--- src/hw/rtl/svi_pkg.sv ---
// Package for the servo sync step interpolator: widths, request and register codes,
// channel payload structs and divider handshake structs.
// No dependencies.
package svi_pkg;

    localparam int AXES           = 3;
    localparam int PULSE_BITS     = 12;
    localparam int OUT_PULSE_BITS = 12;
    localparam int CFG_PULSE_BITS = 12;
    localparam int ANGLE_BITS     = 8;
    localparam int INTERVAL_BITS  = 16;
    localparam int REQ_TYPE_BITS  = 2;
    localparam int CFG_IDX_BITS   = 3;
    localparam int CFG_DATA_BITS  = 16;
    localparam int LIMIT_SETS     = 3;

    localparam int ANGLE_OFFSET   = 45;
    localparam int MAP_SPAN_DEG   = 90;

    localparam int AX_W           = (AXES > 1) ? $clog2(AXES) : 1;
    localparam int MAP_PROD_BITS  = ANGLE_BITS + CFG_PULSE_BITS + 4;
    localparam int PROD_MAG_BITS  = 20;
    localparam int DIVIDEND_BITS  = (PROD_MAG_BITS > PULSE_BITS) ? PROD_MAG_BITS : PULSE_BITS;
    localparam int DIVISOR_BITS   = (PULSE_BITS > 7) ? PULSE_BITS : 7;
    localparam int DIV_CNT_W      = $clog2(DIVIDEND_BITS);
    localparam int MAP_V_BITS     = DIVIDEND_BITS + 2;

    localparam logic [REQ_TYPE_BITS-1:0] REQ_SET  = 2'd0;
    localparam logic [REQ_TYPE_BITS-1:0] REQ_TICK = 2'd1;
    localparam logic [REQ_TYPE_BITS-1:0] REQ_SNAP = 2'd2;

    localparam logic [CFG_IDX_BITS-1:0] CFG_COXA_MIN  = 3'd0;
    localparam logic [CFG_IDX_BITS-1:0] CFG_COXA_MAX  = 3'd1;
    localparam logic [CFG_IDX_BITS-1:0] CFG_FEMUR_MIN = 3'd2;
    localparam logic [CFG_IDX_BITS-1:0] CFG_FEMUR_MAX = 3'd3;
    localparam logic [CFG_IDX_BITS-1:0] CFG_TIBIA_MIN = 3'd4;
    localparam logic [CFG_IDX_BITS-1:0] CFG_TIBIA_MAX = 3'd5;
    localparam logic [CFG_IDX_BITS-1:0] CFG_INTERVAL  = 3'd6;

    localparam logic [CFG_PULSE_BITS-1:0] MIN_PULSE_RST = 12'd150;
    localparam logic [CFG_PULSE_BITS-1:0] MAX_PULSE_RST = 12'd600;
    localparam logic [INTERVAL_BITS-1:0]  INTERVAL_RST  = 16'd20;

    typedef struct packed {
        logic [REQ_TYPE_BITS-1:0] req_type;
        logic [ANGLE_BITS-1:0]    hip_angle;
        logic [ANGLE_BITS-1:0]    upper_angle;
        logic [ANGLE_BITS-1:0]    lower_angle;
    } t_req;

    typedef struct packed {
        logic [OUT_PULSE_BITS-1:0] hip_pulse;
        logic [OUT_PULSE_BITS-1:0] upper_pulse;
        logic [OUT_PULSE_BITS-1:0] lower_pulse;
        logic                      moved;
        logic                      arrived;
    } t_rsp;

    typedef struct packed {
        logic                     start;
        logic [DIVIDEND_BITS-1:0] dividend;
        logic [DIVISOR_BITS-1:0]  divisor;
    } t_div_req;

    typedef struct packed {
        logic                     done;
        logic [DIVIDEND_BITS-1:0] quotient;
    } t_div_rsp;

endpackage

--- src/hw/rtl/svi_req_if.sv ---
// Request channel: valid/ready handshake carrying one t_req transaction.
// Depends on svi_pkg.
interface svi_req_if;
    import svi_pkg::*;

    logic valid;
    logic ready;
    t_req payload;

    modport source (output valid, output payload, input ready);
    modport sink   (input valid, input payload, output ready);
endinterface

--- src/hw/rtl/svi_rsp_if.sv ---
// Response channel: valid/ready handshake carrying one t_rsp transaction.
// Depends on svi_pkg.
interface svi_rsp_if;
    import svi_pkg::*;

    logic valid;
    logic ready;
    t_rsp payload;

    modport source (output valid, output payload, input ready);
    modport sink   (input valid, input payload, output ready);
endinterface

--- src/hw/rtl/svi_div.sv ---
// Bit-serial restoring divider, one quotient bit per cycle.
// Depends on svi_pkg.
module svi_div (
    input  logic               i_clk,
    input  logic               i_rst_n,
    input  svi_pkg::t_div_req  i_req,
    output svi_pkg::t_div_rsp  o_rsp
);
    import svi_pkg::*;

    logic                     r_busy;
    logic                     r_done;
    logic [DIV_CNT_W-1:0]     r_cnt;
    logic [DIVIDEND_BITS-1:0] r_quo;
    logic [DIVISOR_BITS-1:0]  r_rem;
    logic [DIVISOR_BITS-1:0]  r_dsr;

    logic [DIVISOR_BITS:0]    trial;
    logic                     fits;
    logic [DIVISOR_BITS:0]    trial_sub;

    assign trial     = {r_rem, r_quo[DIVIDEND_BITS-1]};
    assign fits      = (trial >= {1'b0, r_dsr});
    assign trial_sub = trial - {1'b0, r_dsr};

    always_ff @(posedge i_clk) begin
        if (!i_rst_n) begin
            r_busy <= 1'b0;
            r_done <= 1'b0;
            r_cnt  <= '0;
            r_quo  <= '0;
            r_rem  <= '0;
            r_dsr  <= '0;
        end else begin
            r_done <= 1'b0;
            if (i_req.start) begin
                r_busy <= 1'b1;
                r_cnt  <= '0;
                r_quo  <= i_req.dividend;
                r_rem  <= '0;
                r_dsr  <= i_req.divisor;
            end else if (r_busy) begin
                r_rem <= fits ? trial_sub[DIVISOR_BITS-1:0] : trial[DIVISOR_BITS-1:0];
                r_quo <= {r_quo[DIVIDEND_BITS-2:0], fits};
                r_cnt <= r_cnt + 1'b1;
                if (r_cnt == DIV_CNT_W'(DIVIDEND_BITS - 1)) begin
                    r_busy <= 1'b0;
                    r_done <= 1'b1;
                end
            end
        end
    end

    assign o_rsp.done     = r_done;
    assign o_rsp.quotient = r_quo;

endmodule

--- src/hw/rtl/servo_sync_step_interpolator_core.sv ---
// Top level of the three-axis servo interpolator: request FSM, axis state, config registers.
// Depends on svi_pkg, svi_req_if, svi_rsp_if and svi_div.
//
//   channel   | direction | transaction
//   i_req     | in        | req_type, hip_angle, upper_angle, lower_angle
//   o_rsp     | out       | hip_pulse, upper_pulse, lower_pulse, moved, arrived
//   i_cfg_*   | in        | register write (index, data), no handshake
//
// Set and snap: per axis, load, 20-bit serial divide by 90, commit, then the response.
// Tick with a step: a minimum search over the axes, then a serial r/d divide per axis.
// One bit-serial divider is shared by the mapping and the step divides.
// Synchronous active-low reset; no clearing pass. A new request is taken while the
// previous response waits; the block stalls at completion until the output register frees.
module servo_sync_step_interpolator_core (
    input  logic                             i_clk,
    input  logic                             i_rst_n,
    svi_req_if.sink                          i_req,
    svi_rsp_if.source                        o_rsp,
    input  logic                             i_cfg_we,
    input  logic [svi_pkg::CFG_IDX_BITS-1:0]  i_cfg_idx,
    input  logic [svi_pkg::CFG_DATA_BITS-1:0] i_cfg_wdata
);
    import svi_pkg::*;

    typedef enum logic [2:0] {
        S_IDLE,
        S_MAP_START,
        S_MAP_DIV,
        S_DMIN,
        S_STEP_START,
        S_STEP_DIV,
        S_DONE
    } t_state;

    function automatic logic [1:0] lim_idx(input logic [AX_W-1:0] ax);
        logic [1:0] k;
        if (int'(ax) < 2) k = 2'(ax);
        else              k = 2'd2;
        return k;
    endfunction

    t_state                     r_state;
    logic [REQ_TYPE_BITS-1:0]   r_type;
    logic [ANGLE_BITS-1:0]      r_ang [LIMIT_SETS];
    logic [AX_W-1:0]            r_ax;
    logic [PULSE_BITS-1:0]      r_d;
    logic                       r_neg;
    logic                       r_moved;
    logic [PULSE_BITS-1:0]      r_cur [AXES];
    logic [PULSE_BITS-1:0]      r_tgt [AXES];
    logic [INTERVAL_BITS-1:0]   r_elapsed;
    logic [CFG_PULSE_BITS-1:0]  r_cfg_min [LIMIT_SETS];
    logic [CFG_PULSE_BITS-1:0]  r_cfg_max [LIMIT_SETS];
    logic [INTERVAL_BITS-1:0]   r_interval;
    logic                       r_rsp_valid;
    t_rsp                       r_rsp;

    t_div_req                   div_req;
    t_div_rsp                   div_rsp;

    logic [1:0]                     ax_k;
    logic [ANGLE_BITS-1:0]          map_angle;
    logic [CFG_PULSE_BITS-1:0]      map_lo;
    logic [CFG_PULSE_BITS-1:0]      map_hi;
    logic signed [ANGLE_BITS+1:0]   map_diff;
    logic signed [CFG_PULSE_BITS+1:0] map_span;
    logic signed [MAP_PROD_BITS-1:0] map_prod;
    logic [MAP_PROD_BITS-1:0]       map_mag;
    logic signed [MAP_V_BITS-1:0]   map_q;
    logic signed [MAP_V_BITS-1:0]   map_lo_s;
    logic signed [MAP_V_BITS-1:0]   map_hi_s;
    logic signed [MAP_V_BITS-1:0]   map_v;
    logic signed [MAP_V_BITS-1:0]   map_clamped;
    logic [PULSE_BITS-1:0]          map_pulse;

    logic [PULSE_BITS-1:0]          sel_cur;
    logic [PULSE_BITS-1:0]          sel_tgt;
    logic [PULSE_BITS-1:0]          sel_dist;
    logic [PULSE_BITS-1:0]          dmin_next;
    logic [PULSE_BITS-1:0]          step_inc;
    logic [PULSE_BITS-1:0]          step_next;

    logic [INTERVAL_BITS-1:0]       elapsed_inc;
    logic                           all_arrived;
    logic [OUT_PULSE_BITS-1:0]      rep_pulse [3];
    logic                           rsp_free;
    logic                           last_ax;

    // angle to pulse mapping for the current axis
    assign ax_k      = lim_idx(r_ax);
    assign map_angle = r_ang[ax_k];
    assign map_lo    = r_cfg_min[ax_k];
    assign map_hi    = r_cfg_max[ax_k];
    assign map_diff  = $signed({2'b00, map_angle}) - $signed((ANGLE_BITS+2)'(ANGLE_OFFSET));
    assign map_span  = $signed({2'b00, map_hi}) - $signed({2'b00, map_lo});
    assign map_prod  = map_diff * map_span;
    assign map_mag   = map_prod[MAP_PROD_BITS-1] ? MAP_PROD_BITS'(-map_prod)
                                                 : MAP_PROD_BITS'(map_prod);

    assign map_q    = $signed({2'b00, div_rsp.quotient});
    assign map_lo_s = $signed(MAP_V_BITS'(map_lo));
    assign map_hi_s = $signed(MAP_V_BITS'(map_hi));
    assign map_v    = r_neg ? (map_lo_s - map_q) : (map_lo_s + map_q);

    always_comb begin
        if (map_v < map_lo_s)      map_clamped = map_lo_s;
        else if (map_v > map_hi_s) map_clamped = map_hi_s;
        else                       map_clamped = map_v;
    end
    assign map_pulse = map_clamped[PULSE_BITS-1:0];

    // movement step helpers
    assign sel_cur   = r_cur[r_ax];
    assign sel_tgt   = r_tgt[r_ax];
    assign sel_dist  = (sel_cur > sel_tgt) ? (sel_cur - sel_tgt) : (sel_tgt - sel_cur);
    assign dmin_next = ((sel_dist != '0) && ((r_d == '0) || (sel_dist < r_d))) ? sel_dist : r_d;
    assign step_inc  = div_rsp.quotient[PULSE_BITS-1:0];
    assign step_next = (sel_cur > sel_tgt) ? (sel_cur - step_inc) : (sel_cur + step_inc);
    assign last_ax   = (r_ax == AX_W'(AXES - 1));

    assign elapsed_inc = (r_elapsed != '1) ? (r_elapsed + 1'b1) : r_elapsed;

    always_comb begin
        all_arrived = 1'b1;
        for (int i = 0; i < AXES; i++) begin
            if (r_cur[i] != r_tgt[i]) all_arrived = 1'b0;
        end
    end

    always_comb begin
        for (int k = 0; k < 3; k++) begin
            rep_pulse[k] = '0;
            for (int i = 0; i < AXES; i++) begin
                if (i == k) rep_pulse[k] = OUT_PULSE_BITS'(r_cur[i]);
            end
        end
    end

    // shared serial divider
    always_comb begin
        div_req.start = (r_state == S_MAP_START) || (r_state == S_STEP_START);
        if (r_state == S_STEP_START) begin
            div_req.dividend = DIVIDEND_BITS'(sel_dist);
            div_req.divisor  = DIVISOR_BITS'(r_d);
        end else begin
            div_req.dividend = map_mag[DIVIDEND_BITS-1:0];
            div_req.divisor  = DIVISOR_BITS'(MAP_SPAN_DEG);
        end
    end

    svi_div u_div (
        .i_clk   (i_clk),
        .i_rst_n (i_rst_n),
        .i_req   (div_req),
        .o_rsp   (div_rsp)
    );

    assign rsp_free      = !r_rsp_valid || o_rsp.ready;
    assign i_req.ready   = (r_state == S_IDLE);
    assign o_rsp.valid   = r_rsp_valid;
    assign o_rsp.payload = r_rsp;

    // configuration registers
    always_ff @(posedge i_clk) begin
        if (!i_rst_n) begin
            for (int i = 0; i < LIMIT_SETS; i++) begin
                r_cfg_min[i] <= MIN_PULSE_RST;
                r_cfg_max[i] <= MAX_PULSE_RST;
            end
            r_interval <= INTERVAL_RST;
        end else if (i_cfg_we) begin
            case (i_cfg_idx)
                CFG_COXA_MIN:  r_cfg_min[0] <= i_cfg_wdata[CFG_PULSE_BITS-1:0];
                CFG_COXA_MAX:  r_cfg_max[0] <= i_cfg_wdata[CFG_PULSE_BITS-1:0];
                CFG_FEMUR_MIN: r_cfg_min[1] <= i_cfg_wdata[CFG_PULSE_BITS-1:0];
                CFG_FEMUR_MAX: r_cfg_max[1] <= i_cfg_wdata[CFG_PULSE_BITS-1:0];
                CFG_TIBIA_MIN: r_cfg_min[2] <= i_cfg_wdata[CFG_PULSE_BITS-1:0];
                CFG_TIBIA_MAX: r_cfg_max[2] <= i_cfg_wdata[CFG_PULSE_BITS-1:0];
                CFG_INTERVAL:  r_interval   <= i_cfg_wdata[INTERVAL_BITS-1:0];
                default: ;
            endcase
        end
    end

    // request sequencer
    always_ff @(posedge i_clk) begin
        if (!i_rst_n) begin
            r_state     <= S_IDLE;
            r_type      <= REQ_SET;
            r_ax        <= '0;
            r_d         <= '0;
            r_neg       <= 1'b0;
            r_moved     <= 1'b0;
            r_elapsed   <= '0;
            r_rsp_valid <= 1'b0;
            for (int i = 0; i < AXES; i++) begin
                r_cur[i] <= '0;
                r_tgt[i] <= '0;
            end
            for (int i = 0; i < LIMIT_SETS; i++) begin
                r_ang[i] <= '0;
            end
        end else begin
            if ((r_state == S_DONE) && rsp_free) begin
                r_rsp_valid <= 1'b1;
            end else if (o_rsp.valid && o_rsp.ready) begin
                r_rsp_valid <= 1'b0;
            end

            case (r_state)
                S_IDLE: begin
                    if (i_req.valid) begin
                        r_type   <= i_req.payload.req_type;
                        r_ang[0] <= i_req.payload.hip_angle;
                        r_ang[1] <= i_req.payload.upper_angle;
                        r_ang[2] <= i_req.payload.lower_angle;
                        r_ax     <= '0;
                        r_d      <= '0;
                        r_moved  <= 1'b0;
                        case (i_req.payload.req_type)
                            REQ_SET, REQ_SNAP: r_state <= S_MAP_START;
                            REQ_TICK: begin
                                if (elapsed_inc > r_interval) begin
                                    r_elapsed <= '0;
                                    r_state   <= S_DMIN;
                                end else begin
                                    r_elapsed <= elapsed_inc;
                                    r_state   <= S_DONE;
                                end
                            end
                            default: r_state <= S_DONE;
                        endcase
                    end
                end
                S_MAP_START: begin
                    r_neg   <= map_prod[MAP_PROD_BITS-1];
                    r_state <= S_MAP_DIV;
                end
                S_MAP_DIV: begin
                    if (div_rsp.done) begin
                        r_tgt[r_ax] <= map_pulse;
                        if (r_type == REQ_SNAP) r_cur[r_ax] <= map_pulse;
                        if (last_ax) begin
                            r_state <= S_DONE;
                        end else begin
                            r_ax    <= r_ax + 1'b1;
                            r_state <= S_MAP_START;
                        end
                    end
                end
                S_DMIN: begin
                    r_d <= dmin_next;
                    if (last_ax) begin
                        r_ax <= '0;
                        if (dmin_next == '0) r_state <= S_DONE;
                        else                 r_state <= S_STEP_START;
                    end else begin
                        r_ax <= r_ax + 1'b1;
                    end
                end
                S_STEP_START: begin
                    r_state <= S_STEP_DIV;
                end
                S_STEP_DIV: begin
                    if (div_rsp.done) begin
                        r_cur[r_ax] <= step_next;
                        if (last_ax) begin
                            r_moved <= 1'b1;
                            r_state <= S_DONE;
                        end else begin
                            r_ax    <= r_ax + 1'b1;
                            r_state <= S_STEP_START;
                        end
                    end
                end
                S_DONE: begin
                    if (rsp_free) begin
                        r_rsp.hip_pulse   <= rep_pulse[0];
                        r_rsp.upper_pulse <= rep_pulse[1];
                        r_rsp.lower_pulse <= rep_pulse[2];
                        r_rsp.moved       <= r_moved;
                        r_rsp.arrived     <= all_arrived;
                        r_state           <= S_IDLE;
                    end
                end
                default: r_state <= S_IDLE;
            endcase
        end
    end

endmodule

--- src/flat_wrapper.sv ---
// flat-port wrapper written by rule: the top's interface ports become plain ports
module servo_sync_step_interpolator_core_flat import svi_pkg::*;
  (i_clk, i_rst_n, i_cfg_we, i_cfg_idx, i_cfg_wdata, i_req_valid, i_req_payload, i_req_ready, o_rsp_valid, o_rsp_payload, o_rsp_ready);
  svi_req_if i_req_i ();
  svi_rsp_if o_rsp_i ();
  input  logic i_clk;
  input  logic i_rst_n;
  input  logic i_cfg_we;
  input  logic [svi_pkg::CFG_IDX_BITS-1:0] i_cfg_idx;
  input  logic [svi_pkg::CFG_DATA_BITS-1:0] i_cfg_wdata;
  input wire logic [$bits(i_req_i.valid)-1:0] i_req_valid;
  input wire logic [$bits(i_req_i.payload)-1:0] i_req_payload;
  output wire logic [$bits(i_req_i.ready)-1:0] i_req_ready;
  output wire logic [$bits(o_rsp_i.valid)-1:0] o_rsp_valid;
  output wire logic [$bits(o_rsp_i.payload)-1:0] o_rsp_payload;
  input wire logic [$bits(o_rsp_i.ready)-1:0] o_rsp_ready;
  assign i_req_i.valid = i_req_valid;
  assign i_req_i.payload = i_req_payload;
  assign i_req_ready = i_req_i.ready;
  assign o_rsp_valid = o_rsp_i.valid;
  assign o_rsp_payload = o_rsp_i.payload;
  assign o_rsp_i.ready = o_rsp_ready;
  servo_sync_step_interpolator_core u_core (.i_clk(i_clk), .i_rst_n(i_rst_n), .i_req(i_req_i), .o_rsp(o_rsp_i), .i_cfg_we(i_cfg_we), .i_cfg_idx(i_cfg_idx), .i_cfg_wdata(i_cfg_wdata));
endmodule
--- config.mk ---
export PLATFORM = sky130hd
export DESIGN_NAME = servo_sync_step_interpolator_core_flat
export DESIGN_NICKNAME = d
export VERILOG_FILES = /design/src/hw/rtl/svi_pkg.sv /design/src/hw/rtl/svi_req_if.sv /design/src/hw/rtl/svi_rsp_if.sv /design/src/hw/rtl/svi_div.sv /design/src/hw/rtl/servo_sync_step_interpolator_core.sv /design/src/flat_wrapper.sv
export SDC_FILE = /design/constraint.sdc
export NUM_CORES = 1
export LEC_CHECK = 0
export BUFFER_PORTS_ARGS = -buffer_cell sky130_fd_sc_hd__buf_2
export CAP_MARGIN = 20
export CORE_MARGIN = 1
export CORE_UTILIZATION = 50
export DETAILED_ROUTE_END_ITERATION = 6
export PLACE_DENSITY_LB_ADDON = 0.08
export SLEW_MARGIN = 5
export SYNTH_ARGS = -nofsm -noshare
export SYNTH_HDL_FRONTEND = slang
export SYNTH_SLANG_ARGS = --single-unit
export TNS_END_PERCENT = 50
--- constraint.sdc ---
create_clock -name i_clk -period 9.15 [get_ports i_clk]
set_input_delay 1.83 -clock i_clk [delete_from_list [all_inputs] [get_ports i_clk]]
set_output_delay 1.83 -clock i_clk [all_outputs]
set_load 0.03 [all_outputs]
# Yosys cells after proc, flatten, opt, wreduce, memory -nomap -nowiden
# Memory sizes are Yosys's and may differ from the RTL's. A register that Yosys moved wholly into a read port is not among the register bits.
# Index checks and enable logic that the tools add are counted.
[op_classes]
mul = 1
add_sub_neg = 13
n_reduce_logical = 33
n_mux = 104
bitwise_logic = 12
n_lt_le_gt_ge = 7
n_eq_ne = 29
[op_table]
columns = ["operator", "n"]
rows = [
  ["$mux W12", 16],
  ["$mux W20", 3],
  ["$mux W1", 53],
  ["$sub A12 B12 Y12", 4],
  ["$ne A12 B12 Y1", 3],
  ["$mux W16", 2],
  ["$mux W32", 1],
  ["$mux W2", 13],
  ["$logic_not A12 Y1", 2],
  ["$mux W8", 3],
  ["$pmux W12 S2", 1],
  ["$reduce_or A12 Y1", 2],
  ["$gt A22 B13 Y1", 1],
  ["$lt A22 B13 Y1", 1],
  ["$mul A9 B13 Y22", 1],
  ["$mux W22", 1],
  ["$add A12 B20 Y21", 1],
  ["$mux W3", 7],
  ["$pmux W3 S7", 1],
  ["$sub A12 B20 Y21", 1],
  ["$neg A20 Y20", 1],
  ["$eq A3 B3 Y1 const B", 6],
  ["$add A16 B1 Y16 const B", 1],
  ["$gt A16 B16 Y1", 1],
  ["other kinds (36)", 73],
]
[totals]
n_memories = 5
ff_bits = 143
word_cells = 224
ram_bits = 168
output_inout_bits = 40
[mem_list]
columns = ["name", "words", "word_bits", "read_ports", "rd_ports_with_merged_regs", "wr", "line", "source"]
rows = [
  ["u_core.r_cfg_max", 3, 12, 1, 0, 3, "servo_sync_step_interpolator_core.sv:53", "logic [CFG_PULSE_BITS-1:0] r_cfg_max [LIMIT_SETS];"],
  ["u_core.r_cfg_min", 3, 12, 1, 0, 3, "servo_sync_step_interpolator_core.sv:52", "logic [CFG_PULSE_BITS-1:0] r_cfg_min [LIMIT_SETS];"],
  ["u_core.r_cur", 3, 12, 4, 1, 3, "servo_sync_step_interpolator_core.sv:49", "logic [PULSE_BITS-1:0] r_cur [AXES];"],
  ["u_core.r_tgt", 3, 12, 4, 1, 3, "servo_sync_step_interpolator_core.sv:50", "logic [PULSE_BITS-1:0] r_tgt [AXES];"],
  ["u_core.r_ang", 3, 8, 1, 0, 3, "servo_sync_step_interpolator_core.sv:44", "logic [ANGLE_BITS-1:0] r_ang [LIMIT_SETS];"],
]

# Depth between registers and ports, before layout
# Gate-level depths: netlist of the first run.
[depth]
depth_word = 10
mapped_depth = 41
mapped_depth_nobuf = 35

# Hierarchy
# From an unflattened synthesis of the first run, not the netlist that was laid out.
[unflattened]
hier_cells = 2800
hier_area_um2 = 26366.5
[modules_own_cells]
columns = ["mod", "area_each_um2", "instances", "cells_each", "seq_area_each_um2"]
rows = [
  ["servo_sync_step_interpolator_core", 23582.6, 1, 2477, 8027.7],
  ["svi_div", 2783.9, 1, 323, 1021.0],
]

# Least setup slack after synthesis of the first run
# OpenSTA, ideal clock, no wires.
[synth_path]
path_type = "reg-to-reg"
start = "register u_core.r_ax[1]"
end = "register u_core.u_div.r_quo[19]"
setup_slack_ns = -0.484
stages_incl_launch_ff = 40
synth_period_minus_slack_ns = 9.634
t_required_ns = 9.024
t_arrival_ns = 9.509
cell_sequence = "dfxtp_1 inv_1 ha_1 buf_2 buf_2 buf_1 buf_1 mux2i_1 nor2_1 a21oi_1 ha_1 inv_1 ha_1 o21bai_1 maj3_1 o2111ai_1 nand2_1 a21o_1 (+4 left out) inv_1 fa_1 fa_1 fa_1 inv_1 fa_1 inv_1 ha_1 a21o_1 a21o_1 a21oi_1 xor2_1 and4_1 or3b_2 nor3_1 a31oi_1 xnor2_1 o22ai_1"
[synth_via]
elab_chain_len = 9
elab_cells_between_ends = 12
[synth_lines]
columns = ["element", "line", "source"]
rows = [
  ["start: declaration", "servo_sync_step_interpolator_core.sv:45", "logic [AX_W-1:0] r_ax;"],
  ["start signal: assignment", "servo_sync_step_interpolator_core.sv:246", "r_ax <= r_ax + 1'b1;"],
  ["start signal: assignment", "servo_sync_step_interpolator_core.sv:258", "r_ax <= r_ax + 1'b1;"],
  ["start signal: assignment", "servo_sync_step_interpolator_core.sv:271", "r_ax <= r_ax + 1'b1;"],
  ["$lt A2 B2 Y1", "servo_sync_step_interpolator_core.sv:37", "if (int'(ax) < 2) k = 2'(ax);"],
  ["$mux W2 (*)", "servo_sync_step_interpolator_core.sv:37", ""],
  ["$mem_v2 Z3 W12, or another cell as far along", "--", ""],
  ["$sub A12 B12 Y13 / $sub A8 B6 Y9 (equally long branches)", "servo_sync_step_interpolator_core.sv:95, servo_sync_step_interpolator_core.sv:94", ""],
  ["$mul A9 B13 Y22 (*)", "servo_sync_step_interpolator_core.sv:96", "assign map_prod = map_diff * map_span;"],
  ["$neg A20 Y20", "servo_sync_step_interpolator_core.sv:97", "assign map_mag = map_prod[MAP_PROD_BITS-1] ? MAP_PROD_BITS'(-map_prod)"],
  ["$mux W20 (*)", "servo_sync_step_interpolator_core.sv:97", ""],
  ["$mux W32 (*)", "servo_sync_step_interpolator_core.sv:142", "if (r_state == S_STEP_START) begin"],
  ["$mux W20 (*)", "svi_div.sv:36", "if (i_req.start) begin"],
  ["end signal: assignment", "svi_div.sv:39", "r_quo <= i_req.dividend;"],
  ["end signal: assignment", "svi_div.sv:44", "r_quo <= {r_quo[DIVIDEND_BITS-2:0], fits};"],
  ["end: declaration", "svi_div.sv:14", "logic [DIVIDEND_BITS-1:0] r_quo;"],
]
# Mark *: on every way between the ends. The rest lies on a longest branch, timed or not.
# A chain may end at the register's enable or synchronous reset.

# Worst setup path in the final report of the first run
[layout_path]
start = "register u_core.r_ax[0]"
end = "register u_core.u_div.r_quo[19]"
# Same word-level chain as after synthesis.

==> flow_metrics.env, run 1 <==
export IMPL_status="completed"
export IMPL_gp_congestion=1.01
export IMPL_syn_area_mm2=0.0250
export IMPL_ys_ff_latch=337
export IMPL_antenna_found_initial=0
export IMPL_rows=81
export IMPL_yosysTopAreaCell="edfxtp_1"
export IMPL_critPathMostFrequentCell="fa_1"
export IMPL_hold_slack_ns=0.455
export IMPL_clkTransAtPathRegs_ns=0.06
export IMPL_synth_cells=2599
export IMPL_worst_clock_skew_ns=0.0259
export IMPL_slowest_stage="fa_1"
export IMPL_start_util=0.509
export IMPL_syn_num_nets=2934
export IMPL_min_period_over_period=0.939
export IMPL_core_area_mm2=0.0492
export IMPL_synth_edf_count=230
export IMPL_yosysSeqAreaShare=0.362
export IMPL_cts_tree="yes"
export IMPL_cts_buffers=39
export IMPL_final_area_mm2=0.0277
export IMPL_root_buffer="clkbuf_16"
export IMPL_hold_class="register to register"
export IMPL_fin_setup_tns_ns=0
export IMPL_nNetsFinal=3019
export IMPL_startpoint_type="register"
export IMPL_setup_viol=0
export IMPL_die_area_mm2=0.0509
export IMPL_syn_area_per_cell_um2=9.62
export IMPL_yosys_warnings=0
export IMPL_vias=19500
export IMPL_end_kind="register"
export IMPL_wl_per_cell_um=20.4
export IMPL_drv_slew=0
export IMPL_final_period_minus_worst_setup_slack_ns=8.59
export IMPL_finalHoldViolations=0
export IMPL_numClockSinks=337
export IMPL_io_buffer_count=89
export IMPL_drcViolationCount=0
export IMPL_clkLatencyLatePin_ns=0.58
export IMPL_worst_pin_slew_ns=1.04
export IMPL_drt_first_pass_iters=7
export IMPL_path_max_fanout=9
export IMPL_drt_iter0_drc=1582
export IMPL_via_per_inst=5.77
export IMPL_crit_required_ns=9.58
export IMPL_antenna_left=0
export IMPL_grt_pass1_wl_um=107000
export IMPL_ys_flop_type="edfxtp_1"
export IMPL_drt_total_wl_um=68800
export IMPL_pin_count=90
export IMPL_setup_ws_ns=0.556
export IMPL_globalRoute_totalOverflow=0
export IMPL_arrival_ns=9.02
export IMPL_fmax_mhz=116
export IMPL_hold_buffers=0
export IMPL_slew_headroom=0.305
export IMPL_crit_type="register to register"
export IMPL_cts_max_path_buffers=3
export IMPL_dp_hpwl_um=52800
export IMPL_rsz0062_at_grt="false"
export IMPL_grt_max_degree=68
export IMPL_insertedDiodeCount=0
export IMPL_grt_total_usage=0.274
export IMPL_drive_above_1_share=0.105
export IMPL_htreeDepth=2
export IMPL_die_w_um=226
export IMPL_dpl_worst_slack_ns=-0.0376
export IMPL_critPathMaxStageDelay_ns=0.55
export IMPL_grt_pass1_vias=18742
export IMPL_dpl_cell_area_mm2=0.0263
export IMPL_postSynth_asyncResetShare=0
export IMPL_synth_area_leaders="edfxtp_1 28%, ha_1 9.0%, dfxtp_1 8.6%"
export IMPL_cap_violations=0
export IMPL_die_h_um=226
export IMPL_synth_top_area_frac=0.276
export IMPL_synth_cell_types=85
export IMPL_synthToLayoutAreaGrowth_pct=10.8
timing repair:
action / 4_1_cts / 5_1_grt
pin swaps: 0 / 1
gates resized for setup: 1 / 10
setup buffers: 0 / 3
endpoints found under the setup margin: 2 / 19
path summary, 6_finish.rpt:
check,slack (ns),depth (start not counted),to,from
worst max-delay path,0.56,34,u_core.u_div.r_quo[19],u_core.r_ax[0]
worst min-delay path,0.46,2,u_core.r_interval[12],u_core.r_interval[12]
worst max register to register,0.56,34,u_core.u_div.r_quo[19],u_core.r_ax[0]
worst min register to register,0.46,2,u_core.r_interval[12],u_core.r_interval[12]
logic make-up after synthesis:
kind of cell | Yosys count | share of synthesized area
xor gates and xnor gates | 169 | 0.0592
buffers and inverters | 355 | 0.0554
AOI/OAI and AO/OA | 538 | 0.139
and+or+nand+nor | 808 | 0.155
adders and majority gates | 287 | 0.175
muxes | 105 | 0.0552
DFF | 337 | 0.362
critical path: cells and delay by family (launching register included):
kind	cells	cell delay [ns]
buf+inv	5	0.48
compound gates	10	1.75
fa+ha+maj	9	3.66
xor+xnor	4	0.72
flops	1	0.43
mux	1	0.20
simple gates	5	1.20
state kept, by name, indices dropped and copies added (netlist names), 2 cells and up, named ones only:
| name | flops |
|---|---|
| u_core.r_cur | 48 |
| u_core.r_tgt | 48 |
| u_core.o_rsp.payload | 38 |
| u_core.r_cfg_max | 36 |
| u_core.r_cfg_min | 36 |
| u_core.r_ang | 24 |
| u_core.u_div.r_quo | 20 |
| u_core.r_elapsed | 16 |
| u_core.r_interval | 16 |
| u_core.r_d | 12 |
| u_core.u_div.r_dsr | 12 |
| u_core.u_div.r_rem | 12 |
| u_core.u_div.r_cnt | 5 |
| u_core.r_state | 3 |
| u_core.r_ax | 2 |
| u_core.r_type | 2 |
through the flow:
step | util | instances
global route | 0.564 | 3378
detailed placement | 0.534 | 3299
floorplan | - | 2599
CTS | 0.561 | 3370
finish | 0.564 | 3378
global placement | 0.534 | 3298
routing by layer:
metal | up-vias | wire length [um] | GRT usage
li1 | 9291 | - | -
met1 | 9581 | 30300 | 0.378
met2 | 521 | 32900 | 0.449
met3 | 107 | 3620 | 0.0349
met4 | 0 | 2020 | 0.0819
met5 | - | 0 | 0
Yosys cell counts (16+ instances only):
cell / number
nor2_1: 277
a221oi_1: 16
o22ai_1: 16
dfxtp_1: 107
nand3_1: 40
mux4_2: 24
nand2_1: 200
o21ai_0: 94
nor3_1: 36
or3_1: 18
xor2_1: 80
a21oi_1: 174
o21a_1: 23
nand2b_1: 39
o31ai_1: 22
mux2i_1: 67
a21o_1: 45
xnor2_1: 89
fa_1: 105
edfxtp_1: 230
and2_1: 65
inv_1: 251
ha_1: 180
nand4_1: 28
clkbuf_1: 75
nor2b_1: 25
cell usage in the layout, fill, tap and decap left out, types with 23 or more instances in the layout:
master / Yosys / final
a21o_1: 45 / 45
a21oi_1: 174 / 174
and2_1: 65 / 65
buf_2: 10 / 89
buf_4: 1 / 52
clkbuf_16: 0 / 39
dfxtp_1: 107 / 105
edfxtp_1: 230 / 230
fa_1: 105 / 105
ha_1: 180 / 178
inv_1: 251 / 249
mux2i_1: 67 / 67
mux4_2: 24 / 24
nand2_1: 200 / 200
nand2b_1: 39 / 39
nand3_1: 40 / 40
nand4_1: 28 / 28
nor2_1: 277 / 276
nor2b_1: 25 / 25
nor3_1: 36 / 34
o21a_1: 23 / 23
o21ai_0: 94 / 93
xnor2_1: 89 / 87
xor2_1: 80 / 79
area by class of cell:
class / count / area, um2
well taps: 664 / 831
clock inverters: 20 / 250
fillers: 4366 / 21500
repair buffers: 147 / 921
inverters: 252 / 946
multi-input cells: 1907 / 14700
flip-flops and latches: 337 / 9050
clock buffers: 51 / 1040
Power of run 1 is not shown: default switching activity piles up to over one toggle a cycle in this logic, so the estimate is an artifact.
==> run 2, diff against run 1 <==
Clock period 9.15 ns to 9 ns, I/O delays scaled along.
==> run 2 against run 1 <==
Critical path type unchanged. Hold slack got worse by 0.0012 ns. Sequential share of layout area rose by 0.086 points. Critical path depth fell by 1.
==> flow_metrics.env, run 2 (synthesized netlist as in run 1, its figures left out) <==
export IMPL_hold_class="register to register"
export IMPL_final_period_minus_worst_setup_slack_ns=8.49
export IMPL_status="completed"
export IMPL_fillers=4363
export IMPL_cts_tree="yes"
export IMPL_wl_per_cell_um=20.3
export IMPL_cap_violations=0
export IMPL_start_util=0.509
export IMPL_r2r_setup_slack_ns=0.51
export IMPL_critPathMaxStageDelay_ns=0.55
export IMPL_slew_headroom=0.271
export IMPL_dpl_worst_slack_ns=-0.0459
export IMPL_hold_buffers=0
export IMPL_rows=81
export IMPL_nNetsFinal=3021
export IMPL_dp_hpwl_um=53200
export IMPL_reg2regPathDepth=33
export IMPL_final_area_mm2=0.0276
export IMPL_drt_first_pass_iters=5
export IMPL_die_area_mm2=0.0509
export IMPL_arrival_ns=8.91
export IMPL_drt_iter0_drc=1529
export IMPL_numClockSinks=337
export IMPL_finalHoldViolations=0
export IMPL_min_period_over_period=0.943
export IMPL_drv_slew=0
export IMPL_htreeDepth=2
export IMPL_grt_pass1_vias=18685
export IMPL_vias=19331
export IMPL_layout_commonest_cell="nor2_1"
export IMPL_drt_total_wl_um=68700
export IMPL_synthToLayoutAreaGrowth_pct=10.5
export IMPL_hp_start="u_core.r_type[0]"
export IMPL_antenna_left=0
export IMPL_setup_ws_ns=0.510
export IMPL_rsz0062_at_grt="false"
export IMPL_grt_pass1_wl_um=106000
export IMPL_grt_max_degree=59
export IMPL_via_per_inst=5.72
export IMPL_gp_congestion=0.912
export IMPL_drive_above_1_share=0.108
export IMPL_worst_pin_slew_ns=1.09
export IMPL_drcViolationCount=0
export IMPL_worst_clock_skew_ns=0.0235
export IMPL_crit_type="register to register"
export IMPL_insertedDiodeCount=0
export IMPL_pin_count=90
export IMPL_hold_slack_ns=0.454
export IMPL_end_kind="register"
export IMPL_root_buffer="clkbuf_16"
export IMPL_r2r_start="u_core.r_ax[1]"
export IMPL_crit_required_ns=9.42
export IMPL_slowest_stage="fa_1"
export IMPL_io_buffer_count=89
export IMPL_timing_rr_end="u_core.u_div.r_quo[19]"
export IMPL_startpoint_type="register"
export IMPL_die_w_um=226
export IMPL_fmax_mhz=118
export IMPL_grt_total_usage=0.273
export IMPL_path_max_fanout=6
export IMPL_critPathCapture="u_core.u_div.r_quo[19]"
export IMPL_dpl_cell_area_mm2=0.0263
export IMPL_antenna_found_initial=0
export IMPL_clkLatencyLatePin_ns=0.57
export IMPL_setup_viol=0
export IMPL_layout_common_cells="276 x nor2_1, 249 x inv_1, 230 x edfxtp_1"
export IMPL_core_area_mm2=0.0492
export IMPL_crit_start="u_core.r_ax[1]"
export IMPL_cts_buffers=39
export IMPL_clkTransAtPathRegs_ns=0.06
export IMPL_cts_max_path_buffers=3
export IMPL_multi_input_area_mm2=0.0147
export IMPL_critPathMostFrequentCell="fa_1"
export IMPL_globalRoute_totalOverflow=0
export IMPL_die_h_um=226
export IMPL_regArea_mm2=0.00905
## run 2: changes by cell type in the layout (fill, tap and decap cells not counted), sizes merged
| cell | change |
|---|---|
| buf | +1 |
| bufinv | -2 |
| clkinv | -1 |
| clkinvlp | +3 |
## run 2: layer usage
layer  vias up  GRT usage  wire [um]
li1       9290          -          -
met1      9416      0.373      30400
met2       506      0.440      32400
met3       119     0.0353       3370
met4         0      0.109       2530
met5         -          0          0
## run 2: repair_timing
action                                  in CTS  in global routing
hold endpoints to repair                     0                  0
setup buffers                                0                  4
resized for setup                            1                 14
pin swaps                                    0                  3
endpoints found under the setup margin       1                 19
## run 2: layout make-up
| class | instances | area share |
|---|---|---|
| clock buffers | 50 | 0.0372 |
| repair buffers | 149 | 0.0326 |
| well taps | 664 | 0.0301 |
| clock inverters | 20 | 0.00738 |
| multi-input cells | 1907 | 0.531 |
| flip-flops and latches | 337 | 0.328 |
| inverters | 252 | 0.0342 |
## run 2: critical path, delay by kind of cell (launching register included)
kind	cells	cell delay [ns]
mux	2	0.57
xor+xnor	4	0.69
flops	1	0.33
buf+inv	4	0.25
compound gates	9	1.68
fa+ha+maj	9	3.58
simple gates	5	1.22
## run 2: worst min-delay path by stage
stage          slack (ns)  cells past startpoint                      end
5_1_grt              0.47                      2    u_core.r_interval[13]
3_5_place_dp         0.44                      2         u_core.r_type[0]
2_1_floorplan        0.41                      0  u_core.o_rsp.payload[1]
6_report             0.45                      2         u_core.r_type[0]
4_1_cts              0.45                      2         u_core.r_type[0]
3_3_place_gp         0.44                      2     u_core.r_interval[5]
## run 2: metrics by stage
stage	TNS, ns	utilization	std cells
4_1_cts	0	0.560	3371
6_report	0	0.562	3379
3_5_place_dp	-0.0459	0.534	3301
2_1_floorplan	0	-	2599
5_1_grt	0	0.562	3379
3_3_place_gp	0	0.534	3300
Power of run 2 is left out for the same reason.
==> run 3, diff against run 2 <==
Settings changed: ABC_AREA set to 1.
==> run 3 against run 2 <==
Synthesized area is 4.5% higher. Register-to-register slack gained 0.13 ns. Critical path type unchanged. Count of clock-buffer cells in the layout stayed put. Final cell count increased by 23%. Hold slack improved by 0.0090 ns. Clock skew fell by 0.0087 ns. Global-route usage up 2.6 points. Sequential share of layout area decreased by 1.2 points. Flip-flop and latch count unchanged.
==> flow_metrics.env, run 3 <==
export IMPL_status="completed"
export IMPL_min_to="u_core.r_interval[15]"
export IMPL_grt_total_usage=0.299
export IMPL_synth_cells=3384
export IMPL_synthToLayoutAreaGrowth_pct=9.61
export IMPL_drt_total_wl_um=79300
export IMPL_yosys_warnings=0
export IMPL_start_util=0.507
export IMPL_wl_per_cell_um=19.0
export IMPL_r2r_start="u_core.r_ax[0]"
export IMPL_io_buffer_count=89
export IMPL_syn_area_per_cell_um2=7.72
export IMPL_yosysTopAreaCell="edfxtp_1"
export IMPL_r2r_setup_slack_ns=0.64
export IMPL_via_per_inst=5.52
export IMPL_die_h_um=231
export IMPL_synthTopCellsByCount="802 x nand2_1, 553 x inv_1, 332 x nor2_1"
export IMPL_insertedDiodeCount=0
export IMPL_cap_violations=0
export IMPL_pin_count=90
export IMPL_min_period_over_period=0.928
export IMPL_hold_buffers=0
export IMPL_fmax_mhz=120
export IMPL_hold_class="register to register"
export IMPL_syn_area_mm2=0.0261
export IMPL_cts_max_path_buffers=3
export IMPL_yosysMostFrequentCell="nand2_1"
export IMPL_drt_first_pass_iters=6
export IMPL_arrival_ns=8.79
export IMPL_crit_required_ns=9.44
export IMPL_ys_flop_type="edfxtp_1"
export IMPL_final_cells=4167
export IMPL_timing_rr_end="u_core.u_div.r_quo[14]"
export IMPL_dp_hpwl_um=61800
export IMPL_ys_ff_latch=337
export IMPL_postSynth_asyncResetShare=0
export IMPL_setup_viol=0
export IMPL_cts_buffers=39
export IMPL_hp_start="u_core.r_interval[15]"
export IMPL_crit_type="register to register"
export IMPL_layout_commonest_cell="nand2_1"
export IMPL_placed_cells=4095
export IMPL_gp_congestion=0.980
export IMPL_final_period_minus_worst_setup_slack_ns=8.36
export IMPL_die_area_mm2=0.0532
export IMPL_synth_top_area_frac=0.264
export IMPL_rsz0062_at_grt="false"
export IMPL_drv_slew=0
export IMPL_vias=22989
export IMPL_synth_cell_types=63
export IMPL_startpoint_type="register"
export IMPL_grt_pass1_vias=22457
export IMPL_cts_tree="yes"
export IMPL_end_kind="register"
export IMPL_drive_above_1_share=0.0809
export IMPL_globalRoute_totalOverflow=0
export IMPL_core_area_mm2=0.0515
export IMPL_reg2regPathDepth=41
export IMPL_drt_iter0_drc=1808
export IMPL_holdPathStages=2
export IMPL_rows=83
export IMPL_synth_edf_count=230
export IMPL_regArea_mm2=0.00905
export IMPL_slowest_stage="fa_1"
export IMPL_yosysSeqAreaShare=0.346
export IMPL_clkTransAtPathRegs_ns=0.06
export IMPL_antenna_found_initial=0
export IMPL_fin_setup_tns_ns=0
export IMPL_multi_input_area_mm2=0.0145
export IMPL_synth_area_leaders="edfxtp_1 26%, nand2_1 12%, ha_1 8.6%"
export IMPL_critPathMaxStageDelay_ns=0.65
export IMPL_clkLatencyLatePin_ns=0.58
export IMPL_die_w_um=231
export IMPL_antenna_left=0
export IMPL_worst_clock_skew_ns=0.0148
export IMPL_slew_headroom=0.329
export IMPL_fillers=4900
export IMPL_path_max_fanout=32
export IMPL_grt_pass1_wl_um=123000
export IMPL_finalHoldViolations=0
export IMPL_grt_max_degree=66
export IMPL_layout_common_cells="802 x nand2_1, 553 x inv_1, 332 x nor2_1"
export IMPL_nNetsFinal=3793
export IMPL_drcViolationCount=0
export IMPL_root_buffer="clkbuf_16"
export IMPL_worst_pin_slew_ns=0.999
export IMPL_numClockSinks=337
export IMPL_syn_num_nets=3719
export IMPL_htreeDepth=2
## run 3: changes by cell type after synthesis, moves of 24 or more
| cell | before | now |
|---|---|---|
| nand3_1 | 40 | 149 |
| mux4_2 | 24 | 0 |
| inv_1 | 251 | 553 |
| xnor2_1 | 89 | 35 |
| nor2_1 | 277 | 332 |
| nand2_1 | 200 | 802 |
| a21oi_1 | 174 | 216 |
| nor2b_1 | 25 | 0 |
| mux2i_1 | 67 | 1 |
| nand2b_1 | 39 | 0 |
| or2_2 | 7 | 33 |
| o21ai_0 | 94 | 150 |
| and2_1 | 65 | 4 |
| a21o_1 | 45 | 4 |
## run 3: worst max-delay path: cells and delay by family (launching register included)
family / cells / cell delay, ns
flip-flops: 1 / 0.38
buffers and inverters: 10 / 1.30
adder cells (fa/ha/maj): 8 / 3.50
AO/OA/AOI/OAI: 11 / 1.74
AND/OR/NAND/NOR: 12 / 1.29
## run 3: cell type report
type | count | area share
inverter | 569 | 0.0747
sequential | 337 | 0.316
multi-input combinational | 2376 | 0.506
clock buffer | 50 | 0.0359
tap | 680 | 0.0297
clock inverter | 20 | 0.00760
timing repair buffer | 135 | 0.0300
## run 3: repair_timing
item,in CTS,in global routing
gates resized for setup,0,5
setup endpoints to repair,0,5
buffers inserted,0,0
## run 3: logic make-up after synthesis
kind of cell / Yosys count / share of synthesized area
muxes: 1 / 0.000383
AOI/OAI and AO/OA: 519 / 0.116
and+or+nand+nor: 1460 / 0.234
xor gates and xnor gates: 111 / 0.0375
buffers and inverters: 671 / 0.0994
adders and majority gates: 285 / 0.167
DFF: 337 / 0.346
## run 3: worst max-delay path by stage
stage                               from  depth (start not counted)                endpoint
after floorplan           u_core.r_ax[1]                         46   u_core.u_div.r_quo[1]
after detailed placement  u_core.r_ax[0]                         41  u_core.u_div.r_quo[11]
after CTS                 u_core.r_ax[0]                         41  u_core.u_div.r_quo[11]
after global routing      u_core.r_ax[1]                         45  u_core.u_div.r_quo[14]
final                     u_core.r_ax[0]                         41  u_core.u_div.r_quo[14]
after global placement    u_core.r_ax[1]                         34  u_core.u_div.r_quo[11]
## run 3: per-stage QoR
stage | area [um2] | hold WS [ns] | util | worst slack (ns)
3_3_place_gp | 27300 | 0.450 | 0.530 | 0.596
2_1_floorplan | 26100 | 0.408 | - | 0.224
3_5_place_dp | 27300 | 0.458 | 0.531 | 0.512
6_report | 28600 | 0.463 | 0.556 | 0.645
5_1_grt | 28600 | 0.492 | 0.556 | 0.0224
4_1_cts | 28600 | 0.468 | 0.555 | 0.499
## run 3: layer usage
layer / GRT usage / routed length (um)
met2: 0.503 / 37200
met1: 0.383 / 33500
met5: 0 / 0
met3: 0.0382 / 4920
met4: 0.133 / 3610
Power of run 3 is left out for the same reason.
